**config.mk**
```make
export PLATFORM = sky130hd
export DESIGN_NAME = thumbnail_source_address_gen
export DESIGN_NICKNAME = d
export VERILOG_FILES = /design/src/hw/rtl/tsag_pkg.sv /design/src/hw/rtl/tsag_axis_clamp.sv /design/src/hw/rtl/thumbnail_source_address_gen.sv
export VERILOG_INCLUDE_DIRS = /design/src /design/src/hw/rtl
export SDC_FILE = /design/constraint.sdc
export NUM_CORES = 2
export LEC_CHECK = 0
export ABC_AREA = 1
export BUFFER_PORTS_ARGS = -buffer_cell sky130_fd_sc_hd__buf_4
export CAP_MARGIN = 40
export CORE_UTILIZATION = 44
export CTS_BUF_LIST = sky130_fd_sc_hd__clkbuf_16
export CTS_CLUSTER_SIZE = 24
export DETAILED_ROUTE_END_ITERATION = 10
export GPL_TIMING_DRIVEN = 1
export SLEW_MARGIN = 40
export SYNTH_ARGS = -nofsm -noshare
export SYNTH_HDL_FRONTEND = slang
export SYNTH_SLANG_ARGS = --single-unit
```
**constraint.sdc**
```tcl
create_clock -name clk -period 16.6 [get_ports clk]
set_input_delay 3.32 -clock clk [delete_from_list [all_inputs] [get_ports clk]]
set_output_delay 3.32 -clock clk [all_outputs]
set_load 0.005 [all_outputs]
```
**src/hw/rtl/thumbnail_source_address_gen_assert.svh**
```systemverilog
// ---------------------------------------------------------------------------
// Assertion macros for the thumbnail source address generator
// Clocked, reset-gated property checks used at the end of the top level.
// ---------------------------------------------------------------------------
`ifndef THUMBNAIL_SOURCE_ADDRESS_GEN_ASSERT_SVH
`define THUMBNAIL_SOURCE_ADDRESS_GEN_ASSERT_SVH

// Same-cycle implication: cons must hold whenever ante holds.
`define TSAG_ASSERT_SAME(label, clk, rst_n, ante, cons, msg) \
  label: assert property (@(posedge clk) disable iff (!rst_n) (ante) |-> (cons)) \
    else $error(msg);

// Next-cycle implication: cons must hold in the cycle after ante.
`define TSAG_ASSERT_NEXT(label, clk, rst_n, ante, cons, msg) \
  label: assert property (@(posedge clk) disable iff (!rst_n) (ante) |=> (cons)) \
    else $error(msg);

`endif

```
**src/hw/rtl/tsag_pkg.sv**
```systemverilog
// ---------------------------------------------------------------------------
// tsag_pkg
// Types, widths and constants shared by the thumbnail source address gen.
// ---------------------------------------------------------------------------
`default_nettype none

package tsag_pkg;

  // Thumbnail geometry
  localparam int THUMB_WIDTH  = 128;
  localparam int THUMB_HEIGHT = 80;

  // Field widths
  localparam int CFG_W   = 13;
  localparam int COORD_W = 7;
  localparam int ADDR_W  = 24;
  localparam int SRC_W   = 12;
  localparam int TIDX_W  = 14;
  localparam int AX_W    = 15;            // signed rectangle edge / span
  localparam int PROD_W  = COORD_W + CFG_W; // coordinate times span
  localparam int MULA_W  = 2 * CFG_W;       // row times pitch

  // Row scale: floor(p / THUMB_HEIGHT) = (p * RECIP) >> DIV_SH for p < 2**PROD_W
  localparam int     TH_LOG  = $clog2(THUMB_HEIGHT);
  localparam int     DIV_SH  = PROD_W + TH_LOG;
  localparam int     RECIP_W = PROD_W + 1;
  localparam longint RECIP_L = ((64'sd1 <<< DIV_SH) + THUMB_HEIGHT - 1) / THUMB_HEIGHT;
  localparam logic [RECIP_W-1:0] RECIP = RECIP_W'(RECIP_L);

  // Pipeline depth: input reg through output reg
  localparam int STAGES = 7;

  // Configuration register indexes
  localparam int CFG_IDX_W = 3;
  typedef enum logic [CFG_IDX_W-1:0] {
    REG_FRAME_WIDTH  = 3'd0,
    REG_FRAME_HEIGHT = 3'd1,
    REG_VIEW_LEFT    = 3'd2,
    REG_VIEW_TOP     = 3'd3,
    REG_VIEW_SPAN_X  = 3'd4,
    REG_VIEW_SPAN_Y  = 3'd5,
    REG_CROP_WIDTH   = 3'd6
  } cfg_reg_t;

  // Beat payloads
  typedef struct packed {
    logic [COORD_W-1:0] thumb_col;
    logic [COORD_W-1:0] thumb_row;
  } in_beat_t;

  typedef struct packed {
    logic [ADDR_W-1:0] source_addr;
    logic [SRC_W-1:0]  source_col;
    logic [SRC_W-1:0]  source_row;
    logic [TIDX_W-1:0] thumb_index;
    logic              rect_ok;
  } out_beat_t;

  // One axis of the view rectangle before clamping
  typedef struct packed {
    logic signed [AX_W-1:0] pos;
    logic signed [AX_W-1:0] len;
  } axis_t;

  // One axis after clamping to the framebuffer
  typedef struct packed {
    logic             ok;
    logic [CFG_W-1:0] pos;
    logic [CFG_W-1:0] len;
  } span_t;

endpackage

`default_nettype wire

```
**src/hw/rtl/tsag_axis_clamp.sv**
```systemverilog
// ---------------------------------------------------------------------------
// tsag_axis_clamp
// Clamps one axis of the view rectangle to [0, limit) and flags empty spans.
// ---------------------------------------------------------------------------
`default_nettype none

module tsag_axis_clamp (
  input  tsag_pkg::axis_t           ax_i,
  input  logic [tsag_pkg::CFG_W-1:0] limit_i,
  output tsag_pkg::span_t           span_o
);
  import tsag_pkg::*;

  logic signed [AX_W:0] pos_e;
  logic signed [AX_W:0] len_e;
  logic signed [AX_W:0] p1;
  logic signed [AX_W:0] l1;
  logic signed [AX_W:0] end_s;
  logic signed [AX_W:0] lim_s;
  logic signed [AX_W:0] l2;

  always_comb begin
    pos_e = {ax_i.pos[AX_W-1], ax_i.pos};
    len_e = {ax_i.len[AX_W-1], ax_i.len};
    lim_s = {{(AX_W+1-CFG_W){1'b0}}, limit_i};

    // left/top edge off screen: pull it in and shorten the span
    if (pos_e < 0) begin
      p1 = '0;
      l1 = len_e + pos_e;
    end else begin
      p1 = pos_e;
      l1 = len_e;
    end

    // far edge past the frame: cut the span
    end_s = p1 + l1;
    l2    = (end_s > lim_s) ? (lim_s - p1) : l1;

    span_o.ok  = (l2 > 0);
    span_o.pos = p1[CFG_W-1:0];
    span_o.len = l2[CFG_W-1:0];
  end

endmodule

`default_nettype wire

```
**src/hw/rtl/thumbnail_source_address_gen.sv**
```systemverilog
// ---------------------------------------------------------------------------
// thumbnail_source_address_gen
// Nearest-neighbor source address for one thumbnail pixel per beat.
// ---------------------------------------------------------------------------
// Usage:
//   cfg channel: write registers by index (cfg_valid/cfg_ready, always
//   ready) while no beat is in flight. in channel: one thumbnail
//   coordinate per beat. out channel: source address, source column and
//   row, thumbnail index and the rect_ok flag, one beat per input beat,
//   in order.
//   An accepted beat reaches out_valid through every stage register; the
//   pipeline takes one beat per cycle while in_stall is low. The depth is
//   set by the two chained multiplies (span scale with reciprocal divide,
//   then the row pitch multiply), each followed by a register.
//   Reset (rst_n low, synchronous) empties the pipeline and loads the
//   registers with a 320x200 frame, a matching view and no crop.
//   When out_stall is high the output register holds; stages behind it
//   keep filling bubbles, and in_stall rises only once every stage is full.
// ---------------------------------------------------------------------------
`default_nettype none

module thumbnail_source_address_gen (
  input  logic                           clk,
  input  logic                           rst_n,
  // configuration writes
  input  logic                           cfg_valid,
  output logic                           cfg_ready,
  input  logic [tsag_pkg::CFG_IDX_W-1:0] cfg_index,
  input  logic [tsag_pkg::CFG_W-1:0]     cfg_data,
  // input beats
  input  logic                           in_valid,
  output logic                           in_stall,
  input  tsag_pkg::in_beat_t             in_data,
  // result beats
  output logic                           out_valid,
  input  logic                           out_stall,
  output tsag_pkg::out_beat_t            out_data
);
  import tsag_pkg::*;

  `include "thumbnail_source_address_gen_assert.svh"

  // ---------------- configuration registers ----------------
  logic [CFG_W-1:0] frame_width_r, frame_height_r;
  logic [CFG_W-1:0] view_left_r, view_top_r;
  logic [CFG_W-1:0] view_span_x_r, view_span_y_r;
  logic [CFG_W-1:0] crop_width_r;

  assign cfg_ready = 1'b1;

  always_ff @(posedge clk) begin
    if (!rst_n) begin
      frame_width_r  <= CFG_W'(320);
      frame_height_r <= CFG_W'(200);
      view_left_r    <= '0;
      view_top_r     <= '0;
      view_span_x_r  <= CFG_W'(320);
      view_span_y_r  <= CFG_W'(200);
      crop_width_r   <= '0;
    end else if (cfg_valid && cfg_ready) begin
      case (cfg_index)
        REG_FRAME_WIDTH:  frame_width_r  <= cfg_data;
        REG_FRAME_HEIGHT: frame_height_r <= cfg_data;
        REG_VIEW_LEFT:    view_left_r    <= cfg_data;
        REG_VIEW_TOP:     view_top_r     <= cfg_data;
        REG_VIEW_SPAN_X:  view_span_x_r  <= cfg_data;
        REG_VIEW_SPAN_Y:  view_span_y_r  <= cfg_data;
        REG_CROP_WIDTH:   crop_width_r   <= cfg_data;
        default: ;
      endcase
    end
  end

  // ---------------- pipeline flow control ----------------
  // a stage loads when it is empty or the stage ahead loads
  logic [STAGES:1] vld_r, vld_nxt;
  logic [STAGES:1] en;

  always_comb begin
    en[STAGES] = !vld_r[STAGES] || !out_stall;
    for (int k = STAGES - 1; k >= 1; k--) begin
      en[k] = !vld_r[k] || en[k+1];
    end
    vld_nxt = vld_r;
    if (en[1]) vld_nxt[1] = in_valid;
    for (int k = 2; k <= STAGES; k++) begin
      if (en[k]) vld_nxt[k] = vld_r[k-1];
    end
  end

  always_ff @(posedge clk) begin
    if (!rst_n) begin
      vld_r <= '0;
    end else begin
      vld_r <= vld_nxt;
    end
  end

  assign in_stall  = !en[1];
  assign out_valid = vld_r[STAGES];

  // ---------------- stage 1: saturate coordinates, crop ----------------
  logic [COORD_W-1:0] col_nxt, row_nxt;
  logic [TIDX_W-1:0]  tidx_nxt;
  logic [CFG_W-1:0]   crop_diff;
  logic               crop_on;
  logic signed [AX_W-1:0] vl_ext, vt_ext;
  axis_t              ax_x_nxt, ax_y_nxt;

  always_comb begin
    col_nxt = (32'(in_data.thumb_col) >= THUMB_WIDTH) ?
              COORD_W'(THUMB_WIDTH - 1) : in_data.thumb_col;
    row_nxt = (32'(in_data.thumb_row) >= THUMB_HEIGHT) ?
              COORD_W'(THUMB_HEIGHT - 1) : in_data.thumb_row;
    tidx_nxt = TIDX_W'(32'(row_nxt) * THUMB_WIDTH + 32'(col_nxt));

    vl_ext = {{(AX_W-CFG_W){view_left_r[CFG_W-1]}}, view_left_r};
    vt_ext = {{(AX_W-CFG_W){view_top_r[CFG_W-1]}}, view_top_r};

    // centered crop to the narrower width
    crop_on   = (crop_width_r != '0) && (view_span_x_r > crop_width_r);
    crop_diff = view_span_x_r - crop_width_r;
    if (crop_on) begin
      ax_x_nxt.pos = vl_ext + $signed({{(AX_W-CFG_W+1){1'b0}}, crop_diff[CFG_W-1:1]});
      ax_x_nxt.len = $signed({{(AX_W-CFG_W){1'b0}}, crop_width_r});
    end else begin
      ax_x_nxt.pos = vl_ext;
      ax_x_nxt.len = $signed({{(AX_W-CFG_W){1'b0}}, view_span_x_r});
    end
    ax_y_nxt.pos = vt_ext;
    ax_y_nxt.len = $signed({{(AX_W-CFG_W){1'b0}}, view_span_y_r});
  end

  logic [COORD_W-1:0] s1_col_r, s1_row_r;
  logic [TIDX_W-1:0]  s1_tidx_r;
  axis_t              s1_ax_x_r, s1_ax_y_r;

  // ---------------- stage 2: clamp to framebuffer ----------------
  span_t sp_x_nxt, sp_y_nxt;

  tsag_axis_clamp u_clamp_x (
    .ax_i    (s1_ax_x_r),
    .limit_i (frame_width_r),
    .span_o  (sp_x_nxt)
  );

  tsag_axis_clamp u_clamp_y (
    .ax_i    (s1_ax_y_r),
    .limit_i (frame_height_r),
    .span_o  (sp_y_nxt)
  );

  logic [COORD_W-1:0] s2_col_r, s2_row_r;
  logic [TIDX_W-1:0]  s2_tidx_r;
  span_t              s2_sp_x_r, s2_sp_y_r;

  // ---------------- stage 3: scale spans by coordinate ----------------
  logic [PROD_W-1:0]  s3_px_r, s3_py_r;
  logic [CFG_W-1:0]   s3_x0_r, s3_y0_r;
  logic               s3_ok_r;
  logic [TIDX_W-1:0]  s3_tidx_r;

  // ---------------- stage 4: column sum, row reciprocal multiply --------
  logic [CFG_W-1:0]          s4_sx_r, s4_y0_r;
  logic [PROD_W+RECIP_W-1:0] s4_qm_r;
  logic                      s4_ok_r;
  logic [TIDX_W-1:0]         s4_tidx_r;

  // ---------------- stage 5: row sum ----------------
  logic [CFG_W-1:0]  s5_sx_r, s5_sy_r;
  logic              s5_ok_r;
  logic [TIDX_W-1:0] s5_tidx_r;

  // ---------------- stage 6: row times pitch ----------------
  logic [MULA_W-1:0] s6_prod_r;
  logic [CFG_W-1:0]  s6_sx_r, s6_sy_r;
  logic              s6_ok_r;
  logic [TIDX_W-1:0] s6_tidx_r;

  // ---------------- stage 7: output register ----------------
  out_beat_t out_r, out_nxt;

  always_comb begin
    out_nxt.thumb_index = s6_tidx_r;
    out_nxt.rect_ok     = s6_ok_r;
    if (s6_ok_r) begin
      out_nxt.source_addr = ADDR_W'(s6_prod_r + MULA_W'(s6_sx_r));
      out_nxt.source_col  = s6_sx_r[SRC_W-1:0];
      out_nxt.source_row  = s6_sy_r[SRC_W-1:0];
    end else begin
      out_nxt.source_addr = '0;
      out_nxt.source_col  = '0;
      out_nxt.source_row  = '0;
    end
  end

  // payload registers, each gated by its stage enable
  always_ff @(posedge clk) begin
    if (en[1]) begin
      s1_col_r  <= col_nxt;
      s1_row_r  <= row_nxt;
      s1_tidx_r <= tidx_nxt;
      s1_ax_x_r <= ax_x_nxt;
      s1_ax_y_r <= ax_y_nxt;
    end
    if (en[2]) begin
      s2_col_r  <= s1_col_r;
      s2_row_r  <= s1_row_r;
      s2_tidx_r <= s1_tidx_r;
      s2_sp_x_r <= sp_x_nxt;
      s2_sp_y_r <= sp_y_nxt;
    end
    if (en[3]) begin
      s3_px_r   <= PROD_W'(s2_col_r) * PROD_W'(s2_sp_x_r.len);
      s3_py_r   <= PROD_W'(s2_row_r) * PROD_W'(s2_sp_y_r.len);
      s3_x0_r   <= s2_sp_x_r.pos;
      s3_y0_r   <= s2_sp_y_r.pos;
      s3_ok_r   <= s2_sp_x_r.ok && s2_sp_y_r.ok;
      s3_tidx_r <= s2_tidx_r;
    end
    if (en[4]) begin
      s4_sx_r   <= CFG_W'(s3_x0_r + CFG_W'(s3_px_r / THUMB_WIDTH));
      s4_qm_r   <= (PROD_W+RECIP_W)'(s3_py_r) * (PROD_W+RECIP_W)'(RECIP);
      s4_y0_r   <= s3_y0_r;
      s4_ok_r   <= s3_ok_r;
      s4_tidx_r <= s3_tidx_r;
    end
    if (en[5]) begin
      s5_sx_r   <= s4_sx_r;
      s5_sy_r   <= CFG_W'(s4_y0_r + CFG_W'(s4_qm_r >> DIV_SH));
      s5_ok_r   <= s4_ok_r;
      s5_tidx_r <= s4_tidx_r;
    end
    if (en[6]) begin
      s6_prod_r <= MULA_W'(s5_sy_r) * MULA_W'(frame_width_r);
      s6_sx_r   <= s5_sx_r;
      s6_sy_r   <= s5_sy_r;
      s6_ok_r   <= s5_ok_r;
      s6_tidx_r <= s5_tidx_r;
    end
    if (en[7]) begin
      out_r <= out_nxt;
    end
  end

  assign out_data = out_r;

  // ---------------- assertions ----------------
  `TSAG_ASSERT_SAME(a_empty_rect_zero, clk, rst_n, out_valid && !out_data.rect_ok, (out_data.source_addr == '0) && (out_data.source_col == '0) && (out_data.source_row == '0), "empty rectangle must give zero source fields")
  `TSAG_ASSERT_NEXT(a_accept_fills_s1, clk, rst_n, in_valid && !in_stall, vld_r[1], "accepted beat missing from first stage")
  `TSAG_ASSERT_SAME(a_stall_only_full, clk, rst_n, in_stall, (&vld_r) && out_stall, "input stalled while pipeline has a bubble")

endmodule

`default_nettype wire
```
==> impl_metrics.toml <==
[status]
status = "completed"

[worst_setup_path]
endpoint_kind = "output pin"
r2r_start = "s3_py_r[13]"
cp.required_ns = 13.28
cp_max_fo = 75
critPathKind = "primary input to output pin"
rr_endpoint = "s4_qm_r[33]"
r2r_slack_ns = 10.29
crit_arrival_ns = 6.68
start_kind = "primary input"
reg2regPathDepth = 19

[place]
dp_hpwl_um = 73200
io_buffers = 99
finalWeightedCongestion = 0.897

[detailed_routing]
wl_um = 92600
avgViaCountPerCell = 4.92
route.detailed.drc = 0
ant_nets = 0
vias = 29000
drtPass1Iterations = 5
wl_per_cell_um = 15.7
first_iter_violations = 1516

[synth]
ys_async_sr_fraction = 0
synth_flop_cell = "edfxtp_1"
synth_compound_area_frac = 0.0791
yosys_warnings = 0
synthMuxAreaShare = 0
synth_top_family_by_area = "adder cells"
synth_area_um2 = 42700
synth-simple-area-share = 0.121
synth_fp_nets = 5409
synth_adder_area_share = 0.323
synth-edff-count = 428
ys_ff_latch = 526
syn_avg_cell_area_um2 = 9.50
synth-xor-area-share = 0.0355
syn_inst = 4496
ys_seq_area_frac = 0.347
ys_types = 56

[job]
maxCapViolCount = 0

[timing]
clock.fmax_mhz = 100
setup_total_negative_slack_ns = 0
min_period_ns = 10.0
hold_viol = 0
period_share = 0.602
finClkSkew_ns = 0.0456
slew_violations = 0
worstMarginPinSlew_ns = 0.867
setup_viol = 0
rsz0062_at_grt = "no"
relSlewSlack = 0.421

[finish]
fill_cells = 9051
diodes = 0
layout_commonest_cell = "inv_1"
syn_to_final_growth_pct = 9.37
fin_nets = 5490
drive_above_1_share = 0.0601
final_cell_mix = "inv_1, nand2_1, ha_1"

[floorplanning]
die_y_um = 314
core_um2 = 95600
die_w_um = 314
ioPinCount = 101
rows = 113
initial_core_util = 0.447
dieArea_um2 = 98300

[clock_tree]
clock_latency_ns = 0.69
holdBufCountCts = 0
cts_sinks = 526
cts-buffers-inserted = 60
cts_max_level = 2
cts_tree = "done"
cts_setup_buffers = 0
cts_buffer_depth = 3
cts.repair.resized = 0
cts_root_buffer = "clkbuf_16"
clkTransAtPathRegs_ns = 0.06

[global_routing]
grt_first_pass_wirelength_um = 152000
grt_pass1_vias = 29400
groute.usage.overall = 0.193
overflow = 0
grt_start_max_net_pins = 93
antenna_found_initial = 0

[hold_path]
hp-class = "flip-flop to flip-flop"
min_to = "out_data[1]"
hold_depth = 0
hold_start = "s6_tidx_r[0]"
metrics by stage:
stage                     area, um2  setup WS, ns  instances  hold WS (ns)   util
after global routing          46700          6.22       5893         0.395  0.489
after CTS                     46700          6.28       5893         0.393  0.488
after detailed placement      44800          6.29       5780         0.405  0.468
after global placement        44700          5.85       5780         0.400  0.468
final                         46700          6.60       5893         0.392  0.489
after floorplan               42700          1.76       4496         0.400      -
worst max-delay path by stage:
| stage | from | to | cells after the start |
|---|---|---|---|
| after floorplan | out_stall | in_stall | 12 |
| after global placement | out_stall | in_stall | 17 |
| after detailed placement | out_stall | in_stall | 17 |
| after CTS | out_stall | in_stall | 17 |
| after global routing | out_stall | in_stall | 17 |
| final | out_stall | in_stall | 17 |
registers in the layout, summed over array words and instances (netlist names), 14 cells and up:
signal,flops
out_data,63
s1_ax_x_r,27
s1_ax_y_r,26
s2_sp_x_r,27
s2_sp_y_r,26
s3_py_r,20
s3_tidx_r,14
s4_tidx_r,14
s5_tidx_r,14
s6_prod_r,24
s6_tidx_r,14
cells in the mapped netlist (5+ instances only):
cell	instances	area, um2
dfxtp_1	98	1960
nand3b_1	13	97.6
o211ai_1	12	90.1
xor2_1	114	998
o21ai_1	5	25.0
ha_1	501	6270
o31ai_1	7	52.6
nor4_1	5	31.3
inv_1	965	3620
o21a_1	12	90.1
a211oi_1	13	97.6
xnor2_1	59	517
o21bai_1	20	150
a21oi_2	5	43.8
nand4_1	24	150
clkbuf_1	76	285
nor2_1	213	800
o21ai_0	196	981
or2_2	7	43.8
nand3_1	92	460
a31oi_1	10	62.6
fa_1	377	7550
o221ai_1	7	61.3
buf_2	6	30.0
a21oi_1	278	1390
nand2_2	21	131
nand2_1	835	3130
inv_2	5	18.8
nor3_1	19	95.1
a21o_1	20	150
nand3_2	7	70.1
a21boi_0	6	45.0
edfxtp_1	428	12900
per-layer routing:
metal,GRT usage,vias up,routed length [um],share of wire
li1,-,14500,-,-
met1,0.267,13800,43400,0.47
met2,0.317,547,42700,0.46
met3,0.0284,122,4370,0.047
met4,0.0531,0,2190,0.024
met5,0,-,0,0
cell type report:
| cell class | count | area, um2 | area share |
|---|---|---|---|
| flip-flops and latches | 526 | 14800 | 0.317 |
| multi-input cells | 2910 | 23900 | 0.511 |
| well taps | 1265 | 1580 | 0.0339 |
| inverters | 970 | 3640 | 0.0780 |
| clock inverters | 53 | 435 | 0.00932 |
| clock buffers | 60 | 1500 | 0.0321 |
| repair buffers | 109 | 841 | 0.0180 |
critical path: stages:
cell     delay [ns]
buf_4          0.14
nand2_4        0.07
nor2_1         0.05
inv_2          0.05
buf_6          0.45
nor2_1         0.15
inv_4          0.45
nor2_1         0.11
inv_2          0.06
buf_4          0.57
nor2_1         0.11
inv_2          0.08
buf_6          0.51
nor2_1         0.12
inv_2          0.09
nor2_1         0.12
buf_4          0.17
logic make-up (layout without fill, tap and decap cells):
family	count (synthesis)	after routing
flops	526	526
xor+xnor	173	173
simple gates	1252	1252
fa+ha+maj	878	878
other cells	1	1
compound gates	606	606
buf+inv	1060	1192
Power is left out: the tool's default activity adds up to more than one toggle a clock period on the data nets, which glitch-free logic cannot reach.
